==> config.mk <==
export PLATFORM = sky130hd
export DESIGN_NAME = morse_letter_keyer
export DESIGN_NICKNAME = d
export VERILOG_FILES = /design/src/rtl/mlk_pkg.sv /design/src/rtl/morse_letter_keyer.sv /design/src/rtl/mlk_next.sv
export SDC_FILE = /design/constraint.sdc
export NUM_CORES = 1
export LEC_CHECK = 0
export ABC_CLOCK_PERIOD_IN_PS = 4410
export BUFFER_PORTS_ARGS = -buffer_cell sky130_fd_sc_hd__clkbuf_2
export CORE_ASPECT_RATIO = 0.7
export CORE_MARGIN = 4
export CORE_UTILIZATION = 56
export CTS_CLUSTER_DIAMETER = 40
export DETAILED_ROUTE_END_ITERATION = 16
export PLACE_DENSITY = 0.82
export SYNTH_ARGS = -nofsm -noshare
export SYNTH_HDL_FRONTEND = slang
export SYNTH_HIERARCHICAL = 1
export SYNTH_SLANG_ARGS = --single-unit
==> constraint.sdc <==
create_clock -name clock -period 4.41 [get_ports clock]
set_clock_uncertainty 0.1 [all_clocks]
set_input_delay 1.1025 -clock clock [delete_from_list [all_inputs] [get_ports clock]]
set_output_delay 1.1025 -clock clock [all_outputs]
set_load 0.01 [all_outputs]
==> src/rtl/mlk_pkg.sv <==
`default_nettype none
// ---------------------------------------------------------------------------
// mlk_pkg: shared types and constants of the morse letter keyer
// holds the keyer state record, the result record, the status and opcode
// codes and the fixed letter pattern table
// ---------------------------------------------------------------------------
package mlk_pkg;

   localparam int COUNT_WIDTH = 16;
   localparam int LETTER_WIDTH = 8;
   localparam int PATTERN_WIDTH = 8;
   localparam int INDEX_WIDTH = 3;
   localparam int CSR_INDEX_WIDTH = 1;
   localparam int CSR_DATA_WIDTH = 16;

   localparam logic [COUNT_WIDTH-1:0] DOT_RESET = 16'd400;
   localparam logic [COUNT_WIDTH-1:0] DASH_RESET = 16'd1400;
   localparam logic [LETTER_WIDTH-1:0] LETTER_FIRST = 8'd97;   // 'a'
   localparam logic [LETTER_WIDTH-1:0] LETTER_LAST = 8'd122;   // 'z'

   // request opcodes
   localparam logic OP_LETTER = 1'b0;
   localparam logic OP_TICK = 1'b1;

   // csr register indexes
   localparam logic [CSR_INDEX_WIDTH-1:0] CSR_DOT_TICKS = 1'b0;
   localparam logic [CSR_INDEX_WIDTH-1:0] CSR_DASH_TICKS = 1'b1;

   typedef enum logic [1:0] {
      STATUS_OK = 2'd0,
      STATUS_BUSY = 2'd1,
      STATUS_BAD_LETTER = 2'd2
   } status_type;

   typedef enum logic [1:0] {
      ELEM_END = 2'd0,
      ELEM_DOT = 2'd1,
      ELEM_DASH = 2'd2
   } elem_code_type;

   typedef struct packed {
      logic [PATTERN_WIDTH-1:0] pattern;
      logic [INDEX_WIDTH-1:0] element_index;
      logic off_phase;
      logic [COUNT_WIDTH-1:0] ticks_left;
      logic active;
   } keyer_state_type;

   typedef struct packed {
      logic led_level;
      logic busy_res;
      status_type status;
   } keyer_result_type;

   // pack four element codes, first element in the low bits
   function automatic logic [PATTERN_WIDTH-1:0] pat(input logic [1:0] e0,
                                                    input logic [1:0] e1,
                                                    input logic [1:0] e2,
                                                    input logic [1:0] e3);
      pat = {e3, e2, e1, e0};
   endfunction

   // letter pattern table, index 0 is 'a'
   function automatic logic [PATTERN_WIDTH-1:0] letter_pattern(input logic [4:0] idx);
      logic [PATTERN_WIDTH-1:0] p;
      unique case (idx)
         5'd0:  p = pat(2'd1, 2'd2, 2'd0, 2'd0);
         5'd1:  p = pat(2'd2, 2'd1, 2'd1, 2'd1);
         5'd2:  p = pat(2'd2, 2'd1, 2'd2, 2'd1);
         5'd3:  p = pat(2'd2, 2'd1, 2'd1, 2'd0);
         5'd4:  p = pat(2'd1, 2'd0, 2'd0, 2'd0);
         5'd5:  p = pat(2'd1, 2'd1, 2'd2, 2'd1);
         5'd6:  p = pat(2'd2, 2'd2, 2'd1, 2'd0);
         5'd7:  p = pat(2'd1, 2'd1, 2'd1, 2'd1);
         5'd8:  p = pat(2'd1, 2'd1, 2'd0, 2'd0);
         5'd9:  p = pat(2'd1, 2'd2, 2'd2, 2'd2);
         5'd10: p = pat(2'd2, 2'd1, 2'd2, 2'd0);
         5'd11: p = pat(2'd1, 2'd2, 2'd1, 2'd1);
         5'd12: p = pat(2'd2, 2'd2, 2'd0, 2'd0);
         5'd13: p = pat(2'd2, 2'd1, 2'd0, 2'd0);
         5'd14: p = pat(2'd2, 2'd2, 2'd2, 2'd0);
         5'd15: p = pat(2'd1, 2'd2, 2'd2, 2'd1);
         5'd16: p = pat(2'd2, 2'd2, 2'd1, 2'd2);
         5'd17: p = pat(2'd1, 2'd2, 2'd1, 2'd0);
         5'd18: p = pat(2'd1, 2'd1, 2'd1, 2'd0);
         5'd19: p = pat(2'd2, 2'd0, 2'd0, 2'd0);
         5'd20: p = pat(2'd1, 2'd1, 2'd2, 2'd0);
         5'd21: p = pat(2'd1, 2'd1, 2'd1, 2'd2);
         5'd22: p = pat(2'd1, 2'd2, 2'd2, 2'd0);
         5'd23: p = pat(2'd2, 2'd1, 2'd1, 2'd2);
         5'd24: p = pat(2'd2, 2'd1, 2'd2, 2'd2);
         5'd25: p = pat(2'd2, 2'd2, 2'd1, 2'd1);
         default: p = '0;
      endcase
      letter_pattern = p;
   endfunction

   // element code at a position; four slots at most, codes 0 and 3 end the letter
   function automatic elem_code_type element_code(input logic [PATTERN_WIDTH-1:0] p,
                                                  input logic [INDEX_WIDTH-1:0] idx);
      logic [1:0] raw;
      raw = p[{idx[1:0], 1'b0} +: 2];
      if (idx[2]) begin
         element_code = ELEM_END;
      end else if (raw == ELEM_DOT) begin
         element_code = ELEM_DOT;
      end else if (raw == ELEM_DASH) begin
         element_code = ELEM_DASH;
      end else begin
         element_code = ELEM_END;
      end
   endfunction

   // phase length in ticks; a zero register counts as one tick
   function automatic logic [COUNT_WIDTH-1:0] duration(input elem_code_type code,
                                                       input logic [COUNT_WIDTH-1:0] dot,
                                                       input logic [COUNT_WIDTH-1:0] dash);
      logic [COUNT_WIDTH-1:0] d;
      d = (code == ELEM_DASH) ? dash : dot;
      duration = (d == '0) ? COUNT_WIDTH'(1) : d;
   endfunction

endpackage
`default_nettype wire

==> src/rtl/morse_letter_keyer.sv <==
`default_nettype none
// a response is registered and shows up in the cycle after its request transaction
// throughput: one request transaction per cycle while responses drain
// ready is low only while a response waits and the consumer is stalled
// reset: synchronous, active high; idle with the led dark, dot 400 ticks,
// dash 1400 ticks, no response pending
// ---------------------------------------------------------------------------
// morse_letter_keyer: keys one lowercase letter as morse code on a led line
// a letter transaction loads its dot/dash pattern while idle, tick transactions step the
// on and off phases of each element; every transaction returns one response
// ---------------------------------------------------------------------------
module morse_letter_keyer (
   input  logic clock,
   input  logic reset,
   // request channel
   input  logic req_valid,
   output logic req_ready,
   input  logic req_opcode,
   input  logic [mlk_pkg::LETTER_WIDTH-1:0] req_letter_byte,
   // response channel
   output logic rsp_valid,
   input  logic rsp_ready,
   output logic rsp_led_level,
   output logic rsp_busy_res,
   output logic [1:0] rsp_status,
   // csr write port
   input  logic csr_wr_en,
   input  logic [mlk_pkg::CSR_INDEX_WIDTH-1:0] csr_index,
   input  logic [mlk_pkg::CSR_DATA_WIDTH-1:0] csr_wdata
);
   import mlk_pkg::*;

   // keyer state and timing registers
   keyer_state_type state_ff;
   keyer_state_type state_in;
   logic [COUNT_WIDTH-1:0] dot_ticks_ff;
   logic [COUNT_WIDTH-1:0] dash_ticks_ff;

   // response register
   logic rsp_valid_ff;
   keyer_result_type rsp_ff;
   keyer_result_type rsp_in;

   logic req_accept;

   // take a new request whenever the response slot is free or being drained
   assign req_ready = !rsp_valid_ff || rsp_ready;
   assign req_accept = req_valid && req_ready;

   mlk_next u_next (
      .state       (state_ff),
      .dot_ticks   (dot_ticks_ff),
      .dash_ticks  (dash_ticks_ff),
      .opcode      (req_opcode),
      .letter_byte (req_letter_byte),
      .state_next  (state_in),
      .result      (rsp_in)
   );

   // state only moves on an accepted transaction
   always_ff @(posedge clock) begin
      if (reset) begin
         state_ff <= '0;
      end else if (req_accept) begin
         state_ff <= state_in;
      end
   end

   // csr writes must only land while idle; the block does not enforce it and has no interlock with keying
   always_ff @(posedge clock) begin
      if (reset) begin
         dot_ticks_ff <= DOT_RESET;
         dash_ticks_ff <= DASH_RESET;
      end else if (csr_wr_en) begin
         unique case (csr_index)
            CSR_DOT_TICKS: dot_ticks_ff <= csr_wdata;
            CSR_DASH_TICKS: dash_ticks_ff <= csr_wdata;
            default: ;
         endcase
      end
   end

   // response valid: set by an accept, cleared when taken without a refill
   always_ff @(posedge clock) begin
      if (reset) begin
         rsp_valid_ff <= 1'b0;
      end else if (req_accept) begin
         rsp_valid_ff <= 1'b1;
      end else if (rsp_ready) begin
         rsp_valid_ff <= 1'b0;
      end
   end

   // response payload, no reset needed
   always_ff @(posedge clock) begin
      if (req_accept) begin
         rsp_ff <= rsp_in;
      end
   end

   assign rsp_valid = rsp_valid_ff;
   assign rsp_led_level = rsp_ff.led_level;
   assign rsp_busy_res = rsp_ff.busy_res;
   assign rsp_status = rsp_ff.status;

endmodule
`default_nettype wire

==> src/rtl/mlk_next.sv <==
`default_nettype none
// ---------------------------------------------------------------------------
// mlk_next: keyer next-state logic
// works out the state after one transaction and the result it reports
// ---------------------------------------------------------------------------
module mlk_next (
   input  mlk_pkg::keyer_state_type state,
   input  logic [mlk_pkg::COUNT_WIDTH-1:0] dot_ticks,
   input  logic [mlk_pkg::COUNT_WIDTH-1:0] dash_ticks,
   input  logic opcode,
   input  logic [mlk_pkg::LETTER_WIDTH-1:0] letter_byte,
   output mlk_pkg::keyer_state_type state_next,
   output mlk_pkg::keyer_result_type result
);
   import mlk_pkg::*;

   logic letter_ok;
   logic [LETTER_WIDTH-1:0] letter_offset;
   logic [PATTERN_WIDTH-1:0] new_pattern;
   logic [COUNT_WIDTH-1:0] ticks_dec;
   logic [INDEX_WIDTH-1:0] next_index;
   elem_code_type cur_code;
   elem_code_type next_code;
   status_type status;

   assign letter_ok = (letter_byte >= LETTER_FIRST) && (letter_byte <= LETTER_LAST);
   assign letter_offset = letter_byte - LETTER_FIRST;
   assign new_pattern = letter_pattern(letter_offset[4:0]);
   assign ticks_dec = (state.ticks_left != '0) ? state.ticks_left - COUNT_WIDTH'(1)
                                                : state.ticks_left;
   assign next_index = state.element_index + INDEX_WIDTH'(1);
   assign cur_code = element_code(state.pattern, state.element_index);
   assign next_code = element_code(state.pattern, next_index);

   always_comb begin
      state_next = state;
      status = STATUS_OK;
      if (opcode == OP_LETTER) begin
         if (state.active) begin
            status = STATUS_BUSY;
         end else if (!letter_ok) begin
            status = STATUS_BAD_LETTER;
         end else begin
            state_next.pattern = new_pattern;
            state_next.element_index = '0;
            state_next.off_phase = 1'b0;
            state_next.ticks_left = duration(element_code(new_pattern, '0),
                                             dot_ticks, dash_ticks);
            state_next.active = 1'b1;
         end
      end else if (state.active) begin
         state_next.ticks_left = ticks_dec;
         if (ticks_dec == '0) begin
            if (!state.off_phase) begin
               // on part done, hold dark for the same length
               state_next.off_phase = 1'b1;
               state_next.ticks_left = duration(cur_code, dot_ticks, dash_ticks);
            end else if (next_code != ELEM_END) begin
               state_next.element_index = next_index;
               state_next.off_phase = 1'b0;
               state_next.ticks_left = duration(next_code, dot_ticks, dash_ticks);
            end else begin
               // letter finished
               state_next.active = 1'b0;
               state_next.off_phase = 1'b0;
               state_next.element_index = '0;
               state_next.ticks_left = '0;
            end
         end
      end
   end

   assign result.led_level = state_next.active && !state_next.off_phase;
   assign result.busy_res = state_next.active;
   assign result.status = status;

endmodule
`default_nettype wire

[After elaboration in Yosys (flattened, before gate mapping)]
Memory sizes are Yosys's and may differ from the RTL's.
Index checks and enable logic that the tools add are counted.
Storage, ports and cells
  word-level logic and storage cells: 88
  bits in read-only memories: 256
  bits in registers: 66
  bits of input ports: 31
  memories kept: 1
Memories
  (no name shown): depth 32, bits a word 8, rd ports 1, clocked after Yosys merged registers in 0, wr ports 0, RTL line mlk_pkg.sv:66  | unique case (idx)
Operators by class
  equality and inequality tests: 13
  shifts and indexed selects: 2
  add/subtract/negate cells: 3
  reduce and logical (&&, ||, !) cells: 20
  muxes and demuxes: 32
  magnitude comparators: 2
  bitwise operators: 3
Operators by type and width (count)
  $mux 16: 7
  $mux 21: 5
  $logic_not 16->1: 4
  $mux 2: 12
  $mux 20: 1
  $mux 17: 1
  $reduce_bool 16->1: 1
  $shiftx 8x4->2: 2
  $sub 16x1->16 const B: 1
  $eq 2x2->1 const B: 6
  $ge 8x7->1 const B: 1
  $le 8x7->1 const B: 1
  $reduce_and 4->1: 2
  $eq 2x1->1 const B: 3
  $ne 2x1->1 const B: 3
  $reduce_and 6->1: 1
  $reduce_bool 2->1: 3
  $mux 1: 5
  $sub 5x1->5 const B: 1
  $reduce_and 2->1: 2
  $add 3x1->3 const B: 1
  $logic_and 1x1->1: 3
  $mux 3: 1
  $not 1->1: 3
  4 further kinds: 5

[Logic depth before layout (Yosys ltp)]
  depth in word-level cells: 17
  gate-level depth with buffers: 15
  mapped depth without buffers: 11

[Modules after synthesis]
The synthesis kept the hierarchy.
Modules (own cells, without submodules)
  mlk_next: times used 1, cells each 463, area each 3193.1 um^2
  morse_letter_keyer: times used 1, cells each 285, area each 2685.1 um^2

[Worst setup path after synthesis]
Ideal clock, no wire load.
  kind: input to register
  from: input port req_letter_byte[0] in the netlist's numbering
  to: register state_ff[10] in the netlist's numbering
  buffers on the path: 2
  path slack: 0.280 ns
  data required time: 4.167 ns
  stages on the path: 13
  data arrival time: 3.887 ns
  cells stage by stage: buf_2 clkinv_1 ha_1 or3b_2 a21oi_1 o21ai_0 and4_1 clkbuf_1 nor3_4 mux2_2 o211a_1 nand3_1 a21oi_2
RTL lines
  start: declaration: RTL line morse_letter_keyer.sv:19  | input logic [mlk_pkg::LETTER_WIDTH-1:0] req_letter_byte,
  end signal: assignment: RTL line morse_letter_keyer.sv:65  | state_ff <= state_in;
  end: declaration: RTL line morse_letter_keyer.sv:34  | keyer_state_type state_ff;

==> qor.csv <==
metric,value,unit
status,completed,
drt first pass iters,6,
first-pass GRT wire length,29400,µm
die width,130,µm
routability congestion estimate from global placement,1.01,
port bufs,36,
DRT iter0 DRCs,776,
post-synthesis sequential area ratio,0.232,
pin count of the biggest net entering global routing,62,
wire per inst,20.8,µm
drt drc,0,
Starting Density,0.591,
initial antenna violation count,0,
register bit count reported by yosys,66,
Post-Syn Nets,789,
post-layout minimum cycle time,3.87,ns
RSZ-0062 raised after global routing,no,
postcts setup bufs,0,
CP Class,input port to register,
Crit Path Max Fanout,9,
Final Setup Violations,0,
count of cell types in the netlist,83,
antenna-violating nets left,0,
htree depth,3,
die area,12200,µm²
crit end category,register,
Tcrit/Tclk final,0.878,
share of cells above drive strength 1,0.192,
Peak VDD IR,172,µV
Post-synth EDFFs,4,
crit path DAT,3.96,ns
grt total ovfl,0,
# hold bufs at CTS,0,
endpoints failing hold,0,
Max Slew Vio Count,0,
Sink Count,66,
top_reg_cell synth,dfxtp_1,
CTS tree,built,
synth cell count leaders,"nand2_1 (94), dfxtp_1 (62), a21oi_1 (44)",
clock slew at reported path FFs,0.06,ns
Syn Inst Count,748,
Hold WC Path Type,register to register,
utilization after layout,0.642,
Total Wirelength,18400,µm
post-synthesis area per instance,7.86,µm²
crit start category,input port,
"top cells by area, synth","dfxtp_1 (21%), mux2i_1 (6.3%), nand2_1 (6.0%)",
GRT Total Usage,0.301,
clock latency on the worst-skew pair,0.34,ns
Via density,6.92,
most common cell in the netlist,nand2_1,
Slew Limit Headroom,0.210,
Root Driver,clkbuf_16,
f_max,258,MHz
dpl ws,0.275,ns
total CTS buffers,9,
core area,9950,µm²
Die Ht,93.7,µm
mapped cell area,5880,µm²
Synth area leader,dfxtp_1,
clk buf depth,2,
power per cell area,303,nW/µm²
worst path required time,4.49,ns
Synth Warn #,6,
Worst Max-Slew Pin Slew,1.18,ns
post-CTS sizing,0,
Max-cap violations,0,
Async SR Flop Fraction,0,
setup TNS,0,ns
top cell type's share of synthesized area,0.211,
ant diodes,0,
I/O pins,37,
setup ws final,0.538,ns
dpl hpwl,13100,µm
Vias,6120,
vias in the first global route,5487,
synth-to-layout area growth,8.60,%
FP Rows,30,
leak pwr,2.26,nW
Final nets,793,
## cells by family after synthesis
kind of cell,after synthesis,synth area share
AND/OR/NAND/NOR,301,0.272
AO/OA/AOI/OAI,226,0.292
buffers and inverters,80,0.0673
flip-flops,66,0.232
multiplexers,48,0.0898
XOR/XNOR,16,0.0238
adder cells (fa/ha/maj),11,0.0230
## flip-flops by register name, summed over array words and instances (netlist names)
signal         flops
rsp_led_level      1
state_ff          29
dash_ticks_ff     16
rsp_status         2
rsp_busy_res       1
dot_ticks_ff      16
rsp_valid          1
## worst paths after layout
path,start,slack (ns),cells after the start,end
hold / removal,dash_ticks_ff[0],0.40,2,dash_ticks_ff[0]
hold reg to reg,dash_ticks_ff[0],0.40,2,dash_ticks_ff[0]
setup / recovery,req_letter_byte[1],0.54,12,state_ff[14]
setup reg to reg,state_ff[10],0.78,10,state_ff[17]
## cell type report
type / count / area (µm²)
Clock buffer: 9 / 225
Fill cell: 823 / 3560
Timing Repair Buffer: 60 / 360
Tap cell: 128 / 160
Sequential cell: 66 / 1360
Multi-Input combinational cell: 602 / 4130
Inverter: 13 / 48.8
Clock inverter: 7 / 101
## metrics by stage
stage	hold slack, ns	total power, mW	cells	area (µm²)
after detailed placement	0.398	1.14	869	6060
final	0.401	1.93	885	6380
after floorplan	0.350	1.02	748	5880
after global placement	0.363	1.13	869	6060
after CTS	0.406	1.92	885	6380
after global routing	0.424	2.00	885	6380
## layer usage
metal,wire length [µm],share of wire,global-route usage,vias up
met5,0,0,0,-
met4,298,0.016,0.0676,0
met3,2210,0.12,0.0972,43
met2,7970,0.43,0.435,380
met1,7950,0.43,0.433,2904
li1,-,-,-,2793
## worst max-delay path: stages
cell and delay, ns:
clkbuf_2 0.09, inv_1 0.13, ha_1 0.30, nor3b_1 0.44
xnor2_1 0.29, o221ai_1 0.19, o32ai_2 0.17, nor3_4 0.48
mux2_2 0.40, o211a_1 0.21, nand3_1 0.08, a21oi_2 0.07
## cell usage in the layout, fill, tap and decap left out, types with 8 or more instances in the layout
cell	instances
a21bo_1	28
a21oi_1	44
a21oi_2	28
a31oi_1	18
buf_4	24
clkbuf_16	9
clkbuf_2	36
dfxtp_1	62
ha_1	10
inv_1	12
mux2_2	8
mux2i_1	37
nand2_1	94
nand2b_1	11
nand3_1	42
nand3b_1	11
nand4_1	16
nor2_1	36
nor2b_1	12
nor3_1	18
nor4_1	13
o21ai_0	26
o22ai_1	11
o31ai_1	8
xor2_1	10
## power by group
| part | switching (mW) | leakage (nW) | internal, mW | total (mW) |
|---|---|---|---|---|
| Combinational | 0.297 | 1.56 | 0.184 | 0.480 |
| Sequential | 0.0379 | 0.546 | 0.627 | 0.665 |
| Clock | 0.289 | 0.153 | 0.499 | 0.788 |
Power figures use the tool's default switching activity.
